===== src/grid_polarity_zero_cross_tracker_macros.svh =====
// Assertion macros shared by the grid polarity tracker RTL.
// No dependencies; included by files that carry concurrent checks.
`ifndef GRID_POLARITY_ZERO_CROSS_TRACKER_MACROS_SVH
`define GRID_POLARITY_ZERO_CROSS_TRACKER_MACROS_SVH

// same-cycle implication
`define GPZCT_ASSERT_NOW(label, clk, rst, ante, cons) \
  label: assert property (@(posedge clk) disable iff (rst) (ante) |-> (cons)) \
    else $error("%m: check failed");

// next-cycle implication
`define GPZCT_ASSERT_NEXT(label, clk, rst, ante, cons) \
  label: assert property (@(posedge clk) disable iff (rst) (ante) |=> (cons)) \
    else $error("%m: check failed");

`endif


===== src/gpzct_pkg.sv =====
// Types and constants for the grid polarity and zero-crossing tracker.
// No dependencies; imported by gpzct_core and the top level.
package gpzct_pkg;

  localparam int SAMPLE_W     = 16;
  localparam int THR_W        = 15;
  localparam int CNT10_W      = 10;
  localparam int QUAL_W       = 4;
  localparam int FRAC_BITS    = 16;
  localparam int ACC_W        = CNT10_W + FRAC_BITS;  // filter never overshoots its target
  localparam int CFG_IDX_W    = 3;
  localparam int TDATA_IN_W   = 16;
  localparam int TDATA_OUT_W  = 16;

  localparam logic [QUAL_W-1:0]  QUALIFY_TICKS = 4'd10;
  localparam logic [CNT10_W-1:0] PERIOD_FLOOR  = 10'd10;
  localparam logic [CNT10_W-1:0] TEN_BIT_MAX   = 10'd1023;

  // configuration register indexes
  localparam logic [CFG_IDX_W-1:0] REG_POLARITY_THR  = 3'd0;
  localparam logic [CFG_IDX_W-1:0] REG_NEAR_ZERO_THR = 3'd1;
  localparam logic [CFG_IDX_W-1:0] REG_STUCK_LIMIT   = 3'd2;
  localparam logic [CFG_IDX_W-1:0] REG_MIN_CROSSING  = 3'd3;
  localparam logic [CFG_IDX_W-1:0] REG_MAX_CROSSING  = 3'd4;

  typedef struct packed {
    logic [THR_W-1:0]   polarity_threshold;
    logic [THR_W-1:0]   near_zero_threshold;
    logic [CNT10_W-1:0] stuck_limit;
    logic [CNT10_W-1:0] min_crossing_count;
    logic [CNT10_W-1:0] max_crossing_count;
  } cfg_t;

  typedef struct packed {
    logic               polarity_now;
    logic               polarity_qualified;
    logic               rise_cross;
    logic               fall_cross;
    logic [CNT10_W-1:0] period_samples;
  } result_t;

endpackage


===== src/gpzct_core.sv =====
// Tracker state and its per-item next-state logic: slow and fast polarity
// flags, crossing counters and the period low-pass filter. Uses gpzct_pkg.
module gpzct_core #(
  parameter int COUNT_CEILING = 1000,
  parameter int FILTER_SHIFT  = 8
) (
  input  logic                                    clk,
  input  logic                                    rst,
  input  logic                                    advance,
  input  logic signed [gpzct_pkg::SAMPLE_W-1:0]   sample,
  input  gpzct_pkg::cfg_t                         cfg,
  output gpzct_pkg::result_t                      result
);
  import gpzct_pkg::*;

  localparam int CNT_W = $clog2(COUNT_CEILING + 1);
  localparam int CMP_W = (CNT_W > CNT10_W) ? CNT_W : CNT10_W;
  localparam logic [CNT_W-1:0] CEIL = CNT_W'(COUNT_CEILING);

  logic                slow_polarity, slow_polarity_next;
  logic [QUAL_W-1:0]   slow_qualify_count, slow_qualify_count_next;
  logic                fast_polarity, fast_polarity_next;
  logic [CNT10_W-1:0]  disagree_count, disagree_count_next;
  logic [CNT_W-1:0]    ticks_since_rise, ticks_since_rise_next;
  logic [CNT_W-1:0]    ticks_since_fall, ticks_since_fall_next;
  logic [CNT10_W-1:0]  latched_period, latched_period_next;
  logic [ACC_W-1:0]    period_filter_acc, period_filter_acc_next;

  logic                rise, fall;
  logic [CNT10_W-1:0]  period;

  always_comb begin
    logic signed [SAMPLE_W:0] s, thr, nz;
    logic                     beyond, forced;
    logic [QUAL_W-1:0]        qual_tmp;
    logic [CNT10_W-1:0]       dis_tmp;
    logic [CNT_W-1:0]         rise_inc, fall_inc;
    logic [CMP_W-1:0]         rise_ext, fall_ext, min_ext, max_ext, cap_ext;
    logic signed [ACC_W:0]    diff, step, acc_sum;

    s   = {sample[SAMPLE_W-1], sample};
    thr = $signed({2'b00, cfg.polarity_threshold});
    nz  = $signed({2'b00, cfg.near_zero_threshold});

    // both crossing counters saturate at the ceiling
    rise_inc = (ticks_since_rise >= CEIL) ? CEIL : ticks_since_rise + 1'b1;
    fall_inc = (ticks_since_fall >= CEIL) ? CEIL : ticks_since_fall + 1'b1;

    // slow flag flips after ten samples in a row beyond the threshold
    beyond   = slow_polarity ? (s <= -thr) : (s >= thr);
    qual_tmp = beyond ? slow_qualify_count + 1'b1 : '0;
    if (qual_tmp >= QUALIFY_TICKS) begin
      slow_qualify_count_next = '0;
      slow_polarity_next      = ~slow_polarity;
    end else begin
      slow_qualify_count_next = qual_tmp;
      slow_polarity_next      = slow_polarity;
    end

    // fast flag: forced over near zero or when stuck against the slow flag
    dis_tmp = (fast_polarity != slow_polarity_next) ? disagree_count + 1'b1 : '0;
    if (fast_polarity) begin
      forced = (slow_polarity_next && (s <= nz)) || (dis_tmp >= cfg.stuck_limit);
    end else begin
      forced = (!slow_polarity_next && (s >= -nz)) || (dis_tmp >= cfg.stuck_limit);
    end
    fast_polarity_next  = forced ? ~fast_polarity : fast_polarity;
    disagree_count_next = forced ? '0 : dis_tmp;

    // crossings; the old fast flag is the previous-tick flag
    rise_ext = CMP_W'(rise_inc);
    fall_ext = CMP_W'(fall_inc);
    min_ext  = CMP_W'(cfg.min_crossing_count);
    max_ext  = CMP_W'(cfg.max_crossing_count);
    cap_ext  = CMP_W'(TEN_BIT_MAX);

    rise = (fast_polarity_next && !fast_polarity && !slow_polarity_next &&
            (rise_ext >= min_ext)) || (rise_ext >= max_ext);
    fall = (!fast_polarity_next && fast_polarity && slow_polarity_next &&
            (fall_ext >= min_ext)) || (fall_ext >= max_ext);

    ticks_since_rise_next = rise ? '0 : rise_inc;
    ticks_since_fall_next = fall ? '0 : fall_inc;
    if (!fall) begin
      latched_period_next = latched_period;
    end else if (fall_ext > cap_ext) begin
      latched_period_next = TEN_BIT_MAX;
    end else begin
      latched_period_next = fall_ext[CNT10_W-1:0];
    end

    // first-order low-pass; floor of the scaled step is an arithmetic shift
    diff    = $signed({1'b0, latched_period_next, {FRAC_BITS{1'b0}}}) -
              $signed({1'b0, period_filter_acc});
    step    = diff >>> FILTER_SHIFT;
    acc_sum = $signed({1'b0, period_filter_acc}) + step;
    period_filter_acc_next = acc_sum[ACC_W-1:0];

    period = period_filter_acc_next[ACC_W-1:FRAC_BITS];
    if (period < PERIOD_FLOOR) begin
      period = PERIOD_FLOOR;
    end
  end

  always_ff @(posedge clk) begin
    if (rst) begin
      slow_polarity      <= 1'b0;
      slow_qualify_count <= '0;
      fast_polarity      <= 1'b0;
      disagree_count     <= '0;
      ticks_since_rise   <= '0;
      ticks_since_fall   <= '0;
      latched_period     <= '0;
      period_filter_acc  <= '0;
    end else if (advance) begin
      slow_polarity      <= slow_polarity_next;
      slow_qualify_count <= slow_qualify_count_next;
      fast_polarity      <= fast_polarity_next;
      disagree_count     <= disagree_count_next;
      ticks_since_rise   <= ticks_since_rise_next;
      ticks_since_fall   <= ticks_since_fall_next;
      latched_period     <= latched_period_next;
      period_filter_acc  <= period_filter_acc_next;
    end
  end

  always_comb begin
    result.polarity_now       = fast_polarity_next;
    result.polarity_qualified = slow_polarity_next;
    result.rise_cross         = rise;
    result.fall_cross         = fall;
    result.period_samples     = period;
  end

endmodule


===== src/grid_polarity_zero_cross_tracker.sv =====
// Grid polarity and zero-crossing tracker, top level.
// Path: an accepted item passes through the input register, then the result register.
// Throughput: one item per cycle unless m_tready stalls the result register; state updates as an item moves into it.
// Reset (rst, synchronous): config registers to defaults, flags/counters/filter cleared,
// both stages empty. Depends on gpzct_pkg, gpzct_core and the macros header.
module grid_polarity_zero_cross_tracker #(
  parameter int COUNT_CEILING = 1000,
  parameter int FILTER_SHIFT  = 8
) (
  input  logic                                   clk,
  input  logic                                   rst,
  // input stream
  input  logic                                   s_tvalid,
  output logic                                   s_tready,
  input  logic [gpzct_pkg::TDATA_IN_W-1:0]       s_tdata,   // [15:0] sample
  // result stream
  output logic                                   m_tvalid,
  input  logic                                   m_tready,
  // [0] polarity_now, [1] polarity_qualified, [2] rise_cross, [3] fall_cross,
  // [13:4] period_samples, [15:14] zero
  output logic [gpzct_pkg::TDATA_OUT_W-1:0]      m_tdata,
  // configuration writes
  input  logic                                   cfg_valid,
  output logic                                   cfg_ready,
  input  logic [gpzct_pkg::CFG_IDX_W-1:0]        cfg_index,
  input  logic [gpzct_pkg::THR_W-1:0]            cfg_data
);
  import gpzct_pkg::*;

  `include "grid_polarity_zero_cross_tracker_macros.svh"

  cfg_t                        cfg;
  logic                        in_valid;
  logic signed [SAMPLE_W-1:0]  sample;
  logic                        advance;
  result_t                     core_result;
  result_t                     result;

  assign cfg_ready = 1'b1;

  always_ff @(posedge clk) begin
    if (rst) begin
      cfg.polarity_threshold  <= THR_W'(400);
      cfg.near_zero_threshold <= THR_W'(40);
      cfg.stuck_limit         <= CNT10_W'(40);
      cfg.min_crossing_count  <= CNT10_W'(285);
      cfg.max_crossing_count  <= CNT10_W'(500);
    end else if (cfg_valid && cfg_ready) begin
      case (cfg_index)
        REG_POLARITY_THR:  cfg.polarity_threshold  <= cfg_data;
        REG_NEAR_ZERO_THR: cfg.near_zero_threshold <= cfg_data;
        REG_STUCK_LIMIT:   cfg.stuck_limit         <= cfg_data[CNT10_W-1:0];
        REG_MIN_CROSSING:  cfg.min_crossing_count  <= cfg_data[CNT10_W-1:0];
        REG_MAX_CROSSING:  cfg.max_crossing_count  <= cfg_data[CNT10_W-1:0];
        default: ;
      endcase
    end
  end

  // item moves on when the result register is empty or being drained
  assign advance  = in_valid && (!m_tvalid || m_tready);
  assign s_tready = !in_valid || advance;

  always_ff @(posedge clk) begin
    if (rst) begin
      in_valid <= 1'b0;
    end else if (s_tvalid && s_tready) begin
      in_valid <= 1'b1;
    end else if (advance) begin
      in_valid <= 1'b0;
    end
  end

  always_ff @(posedge clk) begin
    if (s_tvalid && s_tready) begin
      sample <= $signed(s_tdata[SAMPLE_W-1:0]);
    end
  end

  gpzct_core #(
    .COUNT_CEILING (COUNT_CEILING),
    .FILTER_SHIFT  (FILTER_SHIFT)
  ) u_core (
    .clk     (clk),
    .rst     (rst),
    .advance (advance),
    .sample  (sample),
    .cfg     (cfg),
    .result  (core_result)
  );

  always_ff @(posedge clk) begin
    if (rst) begin
      m_tvalid <= 1'b0;
    end else if (advance) begin
      m_tvalid <= 1'b1;
    end else if (m_tready) begin
      m_tvalid <= 1'b0;
    end
  end

  always_ff @(posedge clk) begin
    if (advance) begin
      result <= core_result;
    end
  end

  assign m_tdata = {2'b00, result.period_samples, result.fall_cross, result.rise_cross,
                    result.polarity_qualified, result.polarity_now};

  `GPZCT_ASSERT_NEXT(a_accept_fills, clk, rst, s_tvalid && s_tready, in_valid)
  `GPZCT_ASSERT_NEXT(a_stall_holds, clk, rst, in_valid && !advance,
                     in_valid && $stable(sample))
  `GPZCT_ASSERT_NEXT(a_advance_shows, clk, rst, advance, m_tvalid)
  `GPZCT_ASSERT_NOW(a_period_floor, clk, rst, m_tvalid,
                    result.period_samples >= PERIOD_FLOOR)

endmodule

===== config.mk =====
export PLATFORM = sky130hd
export DESIGN_NAME = grid_polarity_zero_cross_tracker
export DESIGN_NICKNAME = d
export VERILOG_FILES = /design/src/gpzct_pkg.sv /design/src/gpzct_core.sv /design/src/grid_polarity_zero_cross_tracker.sv
export VERILOG_INCLUDE_DIRS = /design/src /design/src/src
export SDC_FILE = /design/constraint.sdc
export NUM_CORES = 1
export LEC_CHECK = 0
export BUFFER_PORTS_ARGS = -buffer_cell sky130_fd_sc_hd__buf_2
export CAP_MARGIN = 20
export CORE_ASPECT_RATIO = 1.25
export CORE_UTILIZATION = 45
export DETAILED_ROUTE_END_ITERATION = 6
export MAX_ROUTING_LAYER = met4
export PLACE_DENSITY = 0.66
export SLEW_MARGIN = 20
export SYNTH_ARGS = -nofsm -noshare
export SYNTH_HDL_FRONTEND = slang
export SYNTH_SLANG_ARGS = --single-unit

===== constraint.sdc =====
create_clock -name clk -period 10.1 [get_ports clk]
set_input_delay 0 -clock clk [delete_from_list [all_inputs] [get_ports clk]]
set_output_delay 0 -clock clk [all_outputs]
set_load 0.01 [all_outputs]

==> results of run 1 <==
==> per-stage QoR <==
stage / TNS [ns] / instances
global route: -0.898 / 1880
floorplan: 0 / 1436
CTS: 0 / 1857
finish: 0 / 1880
detailed placement: 0 / 1791
global placement: 0 / 1791
==> registers in the layout, indices dropped and copies added, names as in the netlist, 4 cells and up <==
register and count:
cfg 60, m_tdata 14, sample 16, u_core.disagree_count 10
u_core.latched_period 10, u_core.period_filter_acc 26, u_core.slow_qualify_count 4, u_core.ticks_since_fall 10
u_core.ticks_since_rise 10
==> worst paths after layout <==
| check | end | slack, ns |
|---|---|---|
| setup / recovery | m_tdata[5]$_SDFFCE_PN1P_ | 0.21 |
| hold / removal | m_tvalid$_SDFFE_PP0P_ | 0.05 |
| setup reg to reg | m_tdata[5]$_SDFFCE_PN1P_ | 0.21 |
| hold reg to reg | cfg[19]$_SDFFE_PP0P_ | 0.46 |
==> cells by family (layout without fill, tap and decap cells) <==
logic type | count (synthesis) | in the layout | share of synthesized area
flops | 164 | 164 | 0.308
simple gates | 526 | 526 | 0.212
other cells | 2 | 3 | 0.000645
compound gates | 338 | 338 | 0.185
fa+ha+maj | 158 | 158 | 0.170
xor+xnor | 85 | 85 | 0.0651
mux | 8 | 8 | 0.00709
buf+inv | 154 | 263 | 0.0519
==> routing by layer <==
| metal | vias up | share of wire |
|---|---|---|
| met1 | 4741 | 0.43 |
| li1 | 5261 | - |
| met5 | - | 0 |
| met2 | 211 | 0.51 |
| met3 | 65 | 0.026 |
| met4 | 0 | 0.031 |
==> cells in the mapped netlist, types with 15 or more instances <==
master / n
a21o_1: 34
nand4_1: 16
nor3_1: 39
xnor2_1: 62
nand2_1: 217
nand3_1: 46
a21oi_1: 143
nor4_1: 15
o21ai_0: 50
a211oi_1: 18
xor2_1: 22
nand3b_1: 15
inv_1: 100
ha_1: 157
nor2_1: 99
edfxtp_1: 30
clkbuf_1: 41
dfxtp_1: 134
==> cell usage in the layout, fill, tap and decap left out, types with 15 or more instances in the layout <==
master / instances
a211oi_1: 16
a21o_1: 34
a21oi_1: 135
buf_2: 53
buf_4: 41
clkbuf_16: 17
dfxtp_1: 132
dlygate4sd3_1: 34
edfxtp_1: 30
ha_1: 146
inv_1: 100
nand2_1: 215
nand3_1: 44
nand3b_1: 15
nand4_1: 16
nor2_1: 96
nor3_1: 34
o21ai_0: 48
xnor2_1: 61
xor2_1: 21
==> power by group <==
group          total (mW)  leakage (nW)  internal, mW  switching (mW)
combinational        1.97          4.13         0.892            1.08
sequential          0.837          1.38         0.774          0.0632
clock               0.679         0.287         0.391           0.288
==> worst max-delay path: cells and delay by family, from the launching register on <==
family / cells / cell delay, ns
buf+inv: 4 / 0.63
flops: 1 / 0.37
xor+xnor: 2 / 0.24
fa+ha+maj: 5 / 1.14
compound gates: 20 / 4.27
simple gates: 14 / 3.10
==> final cells by class <==
| type | instances | area [um^2] |
|---|---|---|
| fill | 2318 | 11600 |
| sequential | 164 | 3590 |
| tap | 335 | 419 |
| inverter | 102 | 388 |
| multi-input combinational | 1118 | 7810 |
| clock inverter | 14 | 179 |
| timing repair buffer | 129 | 925 |
| clock buffer | 18 | 429 |
==> what timing repair did <==
| action | in CTS | in global routing |
|---|---|---|
| buffers inserted | 0 | 23 |
| hold buffers | 34 | 0 |
| hold endpoints to repair | 78 | 0 |
| gates resized for setup | 0 | 74 |
| setup endpoints to repair | 0 | 14 |
==> results.md, run 1 <==
- Place WS: 0.0683 ns
- Warning count from the yosys run: 0
- Max-slew violation count: 0
- CP Class: flop to flop
- Post-DP HPWL: 21.9 mm
- Vias: 10300
- Worst Setup SP: cfg[49]$_SDFFE_PP1P_
- Post-synth top area cell: dfxtp_1
- Met2 usage: 0.404
- Vias per inst: 5.47
- Max transition margin: 0.491
- Fin. Hold Viols: 0
- Clock latency on the worst-skew pair: 0.44 ns
- Largest net degree at the start of global routing: 63
- Clk Tree Root Cell: clkbuf_16
- Initial core utilization: 0.460
- Fmax: 101 MHz
- Nets: 1729
- First-pass GRT wire length: 47.3 mm
- Placer congestion estimate: 0.903
- Num rows: 65
- IO Count: 58
- Post-detailed-route DRC marker count: 0
- Worst IR Drop VDD: 0.000160 V
- Final core utilization: 0.543
- WHS: 0.0542 ns
- Worst Path Max Fanout: 7
- Final ANT Viol Nets: 0
- Cell area after synthesis: 11600 um^2
- Seq/Total Area, Yosys: 0.308
- Reg-to-Reg Start: cfg[49]$_SDFFE_PP1P_
- Min-delay src: rst
- WL/cell: 15.8 um
- FF-to-FF path depth: 45
- Fin crit period: 9.89 ns
- Die Y: 182 um
- CTS max path bufs: 2
- FF+latch count, synth: 164
- Final instance area: 13700 um^2
- Total CTS buffers: 17
- Pwr Total: 3.49 mW
- Top-area cell type share of the netlist area: 0.230
- GRT Max-Usage Layer: met2
- HP Class: input pin to flop
- Post-route clock period utilization: 0.979
- Total gr overflow: 0
- Count of cell types in the netlist: 87
- CP endpoint kind: flop
- Die width: 146 um
- Area growth from synthesis to layout: 18.0%
- Area after DPL: 12300 um^2
- Worst Hold Depth: 2
- Slowest CP cell: or4_4
- Met3 Use GR: 0.0304
- CTS clk-pin slew, worst paths: 0.07 ns
- Pwr dens: 254 nW/um^2
- Antenna Cells: 0
- Max Cap Viol: 0
- Initial drt markers: 517
- Core footprint: 25300 um^2
- Die area: 26500 um^2
- Slew @ Worst Pin: 0.755 ns
- Post-Syn Area per Cell: 8.12 um^2
- Initial antenna violation count: 0
- First-pass DRT Iterations: 5
- Tot GR Track Use: 0.229
- Setup slack after layout: 0.213 ns
- Area contributors post-synth: dfxtp_1, ha_1, edfxtp_1, nand2_1, a21oi_1
- CTS tree: built
- Launching element type of the critical path: flop
- Final Skew: 0.0103 ns
- Number of flops mapped to enable cells by yosys: 30
- Leakage: 5.79 nW
- Worst endpoint required time: 10.40 ns
- Async set-reset flop share out of synthesis: 0
- Vias in the first global route: 9709
- # setup viols final: 0
- Wirelength, routed: 29.8 mm
- Delay of the slowest critical-path stage: 0.46 ns
- Worst EP arrival: 10.19 ns
- Status: finished clean
- Share of cells above drive strength 1: 0.139
- Met1 Use GR: 0.258
- CTS Sinks: 164
- Dominant synthesized flop cell: dfxtp_1
- Gate count of the mapped netlist: 1435
- H-tree depth: 4
- I/O Buffers: 54
(Power assumes the default switching activity.)
==> inputs of run 2 (changes only) <==
Settings changed: CORE_MARGIN from default to 2, SYNTH_HIERARCHICAL from default to 1.
==> run 2 against run 1 <==
- total power up 10%
- maximum frequency up 1.4%
- core utilization down 0.82 points
- sequential share of layout area down 0.29 points
- global-route usage down 0.17 points
- critical path depth up 1
- clock skew up 0.00055 ns
- synthesized cell count down 7.0%
- critical endpoint is now m_tdata[6]$_DFFE_PP_
- highest routed layer unchanged
==> results.md, run 2 <==
- Largest Register: cfg
- Max transition margin: 0.357
- Fmax: 103 MHz
- CP endpoint kind: flop
- Post-synth top area cell: dfxtp_1
- Warning count from the yosys run: 6
- Antenna Cells: 0
- FF-to-FF path depth: 46
- Most common cell on crit path: a21o_1
- # setup viols final: 0
- Max FFs per register: 60
- Vias per inst: 5.57
- Final core utilization: 0.535
- Worst IR Drop VDD: 0.000252 V
- Most frequent cells in the layout: ha_1, dfxtp_1, nor2_1
- Max-slew violation count: 0
- Num rows: 66
- IO Count: 58
- Core footprint: 25900 um^2
- Seq/Total Area, Yosys: 0.303
- Cell family with the largest share of critical-path delay: compound AO/OA/AOI/OAI gates
- First-pass DRT Iterations: 4
- Initial drt markers: 659
- Placer congestion estimate: 0.885
- Most common cell after layout, fill and taps aside: ha_1
- Worst EP arrival: 9.95 ns
- Top flop regs: cfg: 60 flops, u_core/period_filter_acc: 26 flops, sample: 16 flops
- CTS Sinks: 164
- Launching element type of the critical path: flop
- Final ANT Viol Nets: 0
- Worst Path Max Fanout: 8
- Most frequent cell after synthesis: ha_1
- Number of flops mapped to enable cells by yosys: 30
- Worst Hold End: cfg[21]$_SDFFE_PP0P_
- Initial antenna violation count: 0
- Area contributors post-synth: dfxtp_1, ha_1, edfxtp_1, mux2i_1, xnor2_1
- Total gr overflow: 0
- Async set-reset flop share out of synthesis: 0
- Slowest CP cell: or4_4
- Post-detailed-route DRC marker count: 0
- CTS clk-pin slew, worst paths: 0.07 ns
- Vias: 9919
- Gate count of the mapped netlist: 1335
- Top-area cell type share of the netlist area: 0.227
- Clock latency on the worst-skew pair: 0.44 ns
- First-pass GRT wire length: 48.0 mm
- Tot GR Track Use: 0.227
- Worst endpoint required time: 10.30 ns
- Area growth from synthesis to layout: 17.4%
- Vias in the first global route: 9653
- Fin. Hold Viols: 0
- Nets: 1626
- FF+latch count, synth: 164
- H-tree depth: 4
- WL/cell: 17.2 um
- Buffers & Inverters on Critical Path: 3
- Total CTS buffers: 17
- Initial core utilization: 0.456
- Reg-to-reg slack, setup: 0.35 ns
- Fin crit period: 9.75 ns
- CTS max path bufs: 2
- Count of cell types in the netlist: 83
- Post-route clock period utilization: 0.966
- Die area: 27600 um^2
- Wirelength, routed: 30.7 mm
- Die Y: 185 um
- RR Endpoint: m_tdata[6]$_DFFE_PP_
- Leakage: 6.30 nW
- Dominant synthesized flop cell: dfxtp_1
- Max Cap Viol: 0
- CP Class: flop to flop
- Final Skew: 0.0109 ns
- Largest net degree at the start of global routing: 104
- Top cells by count, synth: ha_1, dfxtp_1, nor2_1, inv_1, nand2_1
- HP Class: input pin to flop
- Pwr dens: 278 nW/um^2
- Worst Hold Depth: 3
- CTS tree: built
- Reg-to-Reg Start: cfg[50]$_SDFFE_PP0P_
- Clk Tree Root Cell: clkbuf_16
- Pwr Total: 3.85 mW
- I/O Buffers: 54
- Status: finished clean
- Delay of the slowest critical-path stage: 0.50 ns
- Fill cells: 2434
- Min-delay src: cfg_data[1]
- Post-Syn Area per Cell: 8.85 um^2
- Post-DP HPWL: 23.1 mm
- Share of cells above drive strength 1: 0.139
- Cell area after synthesis: 11800 um^2
- Slew @ Worst Pin: 0.964 ns
- Die width: 149 um
-- run 2: cell count changes after synthesis, moves of 14 or more --
cell | before | now
mux2i_1 | 6 | 78
nand3b_1 | 15 | 1
nand2_1 | 217 | 82
nor2_1 | 99 | 120
nand2b_1 | 13 | 71
nor3_1 | 39 | 16
a21oi_1 | 143 | 62
-- run 2: cell type report --
cell class	instances	area, um^2	share of cell area
Clock buffer	17	425	0.0307
Sequential cell	164	3580	0.258
Inverter	100	375	0.0271
Clock inverter	15	169	0.0122
Timing Repair Buffer	124	891	0.0642
Multi-Input combinational cell	1022	8000	0.577
Tap cell	340	425	0.0307
-- run 2: metal layers --
metal / vias up / share of wire / GRT usage
li1: 4955 / - / -
met1: 4722 / 0.40 / 0.237
met2: 181 / 0.53 / 0.420
met3: 61 / 0.028 / 0.0323
met4: 0 / 0.040 / 0.104
met5: - / 0 / -
-- run 2: worst max path at each step --
stage,startpoint,to,slack [ns],depth (start not counted)
floorplan,cfg[47]$_SDFFE_PP0P_,m_tdata[6]$_DFFE_PP_,0.11,43
finish,cfg[50]$_SDFFE_PP0P_,m_tdata[6]$_DFFE_PP_,0.35,46
global placement,cfg[47]$_SDFFE_PP0P_,m_tdata[6]$_DFFE_PP_,0.09,46
detailed placement,cfg[47]$_SDFFE_PP0P_,m_tdata[6]$_DFFE_PP_,-0.14,47
global route,cfg[50]$_SDFFE_PP0P_,m_tdata[6]$_DFFE_PP_,-0.11,46
CTS,cfg[47]$_SDFFE_PP0P_,m_tdata[6]$_DFFE_PP_,0.002,44
-- run 2: worst register-to-register path: cells and delay by family (launching register included) --
| family | cells | cell delay (ns) |
|---|---|---|
| compound gates | 24 | 4.37 |
| simple gates | 10 | 2.39 |
| fa+ha+maj | 5 | 1.23 |
| xor+xnor | 3 | 0.52 |
| buf+inv | 3 | 0.37 |
| flops | 1 | 0.32 |
| mux | 1 | 0.31 |
-- run 2: cell families after synthesis --
group           synth area share
flops                      0.303
xor+xnor                  0.0645
compound gates             0.162
other cells             0.000636
buf+inv                   0.0528
mux                       0.0709
fa+ha+maj                  0.168
simple gates               0.178
-- run 2: power breakdown --
part | switching (mW) | leakage, nW | internal [mW]
combinational | 1.28 | 4.64 | 1.05
clock | 0.296 | 0.290 | 0.370
sequential | 0.0785 | 1.37 | 0.781
-- run 2: timing repair --
action	in CTS	in global routing
hold buffers	34	0
setup endpoints to repair	4	8
resized for setup	4	72
pin swaps	0	30
gates cloned	0	0
setup buffers	0	15
hold endpoints to repair	72	0
-- run 2: per-stage QoR --
stage	cell area, um^2	hold WS, ns	instances	setup TNS (ns)	worst slack [ns]
floorplan	11800	0.0989	1336	0	0.112
finish	13900	0.0509	1782	0	0.348
CTS	13400	0.0370	1767	0	0.00156
detailed placement	12400	0.178	1701	-0.253	-0.136
global placement	12400	0.176	1701	0	0.0862
global route	13900	0.0753	1782	-0.222	-0.114
==> inputs of run 3 (changes only) <==
Settings changed: ABC_CLOCK_PERIOD_IN_PS from default to 10100, CORE_UTILIZATION 45 to 55, PLACE_DENSITY 0.66 to 0.78.
==> run 3 against run 2 <==
- sequential power barely moved
- setup slack worse by 0.16 ns
- non-clock buffer count rose by 4
- final area fell by 0.79%
- clock skew up 0.0033 ns
- total power down 1.8%
- largest cell class unchanged
- via count grew 2.5%
- critical path type unchanged
- first-iteration DRC count decreased by 12%
- critical endpoint unchanged
- cell count fell by 3.5%
- flip-flop and latch count stayed put
==> results.md, run 3 (same netlist as run 2, synthesis figures left out) <==
- Vias per inst: 5.91
- Slew @ Worst Pin: 0.990 ns
- Clock latency on the worst-skew pair: 0.44 ns
- Place WS: -0.132 ns
- Worst Path Max Fanout: 7
- Post-route clock period utilization: 0.981
- Reg-to-reg slack, setup: 0.19 ns
- CP endpoint kind: flop
- Fin. Hold Viols: 0
- Cell family with the largest share of critical-path delay: compound AO/OA/AOI/OAI gates
- Placed Instances: 1633
- Core footprint: 21000 um^2
- Most frequent cells in the layout: ha_1, dfxtp_1, nor2_1
- Buffers & Inverters on Critical Path: 2
- Pwr Total: 3.78 mW
- Delay of the slowest critical-path stage: 0.52 ns
- Slowest CP cell: or4_4
- Initial antenna violation count: 0
- Clk Tree Root Cell: clkbuf_16
- Post-DP HPWL: 22.5 mm
- Total CTS buffers: 17
- Total gr overflow: 0
- Worst IR Drop VDD: 0.000319 V
- CTS max path bufs: 2
- Initial drt markers: 577
- Critical path endpoint: m_tdata[6]$_DFFE_PP_
- CP Class: flop to flop
- Fmax: 101 MHz
- Die Y: 168 um
- Max FFs per register: 60
- Top flop regs: cfg: 60 flops, u_core/period_filter_acc: 26 flops, sample: 16 flops
- Vias in the first global route: 10200
- Worst Setup SP: cfg[50]$_SDFFE_PP0P_
- HP Class: input pin to flop
- CP Depth: 43
- Placer congestion estimate: 0.940
- CTS clk-pin slew, worst paths: 0.07 ns
- Vias: 10200
- H-tree depth: 4
- Reg-to-Reg Start: cfg[50]$_SDFFE_PP0P_
- CTS tree: built
- First-pass DRT Iterations: 5
- Tot GR Track Use: 0.271
- Initial core utilization: 0.563
- Die area: 22700 um^2
- Wirelength, routed: 30.5 mm
- Area growth from synthesis to layout: 16.5%
- Antenna Cells: 0
- Max Cap Viol: 0
- Share of cells above drive strength 1: 0.140
- IO Count: 58
- FF-to-FF path depth: 43
- Max transition margin: 0.339
- Fin crit period: 9.91 ns
- Worst endpoint required time: 10.30 ns
- WL/cell: 17.7 um
- Setup slack after layout: 0.188 ns
- # setup viols final: 0
- Launching element type of the critical path: flop
- Largest net degree at the start of global routing: 72
- Leakage: 6.28 nW
- Final Skew: 0.0142 ns
- Final ANT Viol Nets: 0
- RR Endpoint: m_tdata[6]$_DFFE_PP_
- Pwr dens: 275 nW/um^2
- Die width: 135 um
- Num rows: 59
- Largest Register: cfg
- CTS Sinks: 164
- First-pass GRT wire length: 48.1 mm
- Fin cells: 1720
- Post-detailed-route DRC marker count: 0
- Most common cell on crit path: a21o_1
- Most common cell after layout, fill and taps aside: ha_1
- Worst EP arrival: 10.11 ns
- Status: finished clean
- Nets: 1630
- Max-slew violation count: 0
- I/O Buffers: 54
## run 3: changes by cell type in the layout (fill, tap and decap cells not counted), sizes merged
cell,before,now
buf,90,93
bufinv,2,1
clkinv,5,4
clkinvlp,1,2
dlygate4sd3,34,35
inv,107,108
## run 3: routing by layer
metal	wire, um	vias up	track usage
met1	11800	4835	0.272
met3	975	101	0.0337
li1	-	4969	-
met5	0	-	-
met2	15900	264	0.496
met4	1720	0	0.166
## run 3: through the flow
stage	utilization	setup TNS, ns	hold WS, ns	instance area [um^2]
floorplan	-	0	0.0989	11800
global placement	0.588	0	0.177	12300
detailed placement	0.588	-0.242	0.179	12300
CTS	0.634	0	0.0309	13300
global route	0.656	-0.222	0.0816	13800
finish	0.656	0	0.0581	13800
## run 3: final cells by class
cell class,count,area [um^2]
fillers,1635,7200
inverters,100,375
flip-flops and latches,164,3590
clock buffers,17,425
multi-input cells,1022,7960
clock inverters,15,146
repair buffers,128,927
well taps,274,343
## run 3: worst min-delay path by stage
stage | from | end | slack (ns) | cells after the start
2_1_floorplan | s_tdata[0] | sample[0]$_DFFE_PP_ | 0.1 | 0
3_3_place_gp | s_tdata[5] | sample[5]$_DFFE_PP_ | 0.18 | 1
3_5_place_dp | s_tdata[4] | sample[4]$_DFFE_PP_ | 0.18 | 1
4_1_cts | cfg_index[0] | cfg[57]$_SDFFE_PP0P_ | 0.03 | 3
5_1_grt | cfg_data[1] | cfg[1]$_SDFFE_PP0P_ | 0.08 | 3
6_report | cfg_index[0] | cfg[57]$_SDFFE_PP0P_ | 0.06 | 3
## run 3: where the power goes
part	internal, mW	switching, mW
Clock	0.347	0.295
Sequential	0.781	0.0753
Combinational	1.03	1.25
Total	2.16	1.62
## run 3: what timing repair did
| action | 4_1_cts | 5_1_grt |
|---|---|---|
| endpoints found under the hold margin | 62 | 0 |
| gates resized for setup | 8 | 66 |
| setup endpoints to repair | 4 | 6 |
| hold buffers | 35 | 0 |
| pin swaps | 4 | 45 |
| buffers inserted | 0 | 20 |
## run 3: tightest hold or removal path: cells and delay by family
kind,cells,cell delay (ns)
buf+inv,1,0.17
simple gates,1,0.14
mux,1,0.13
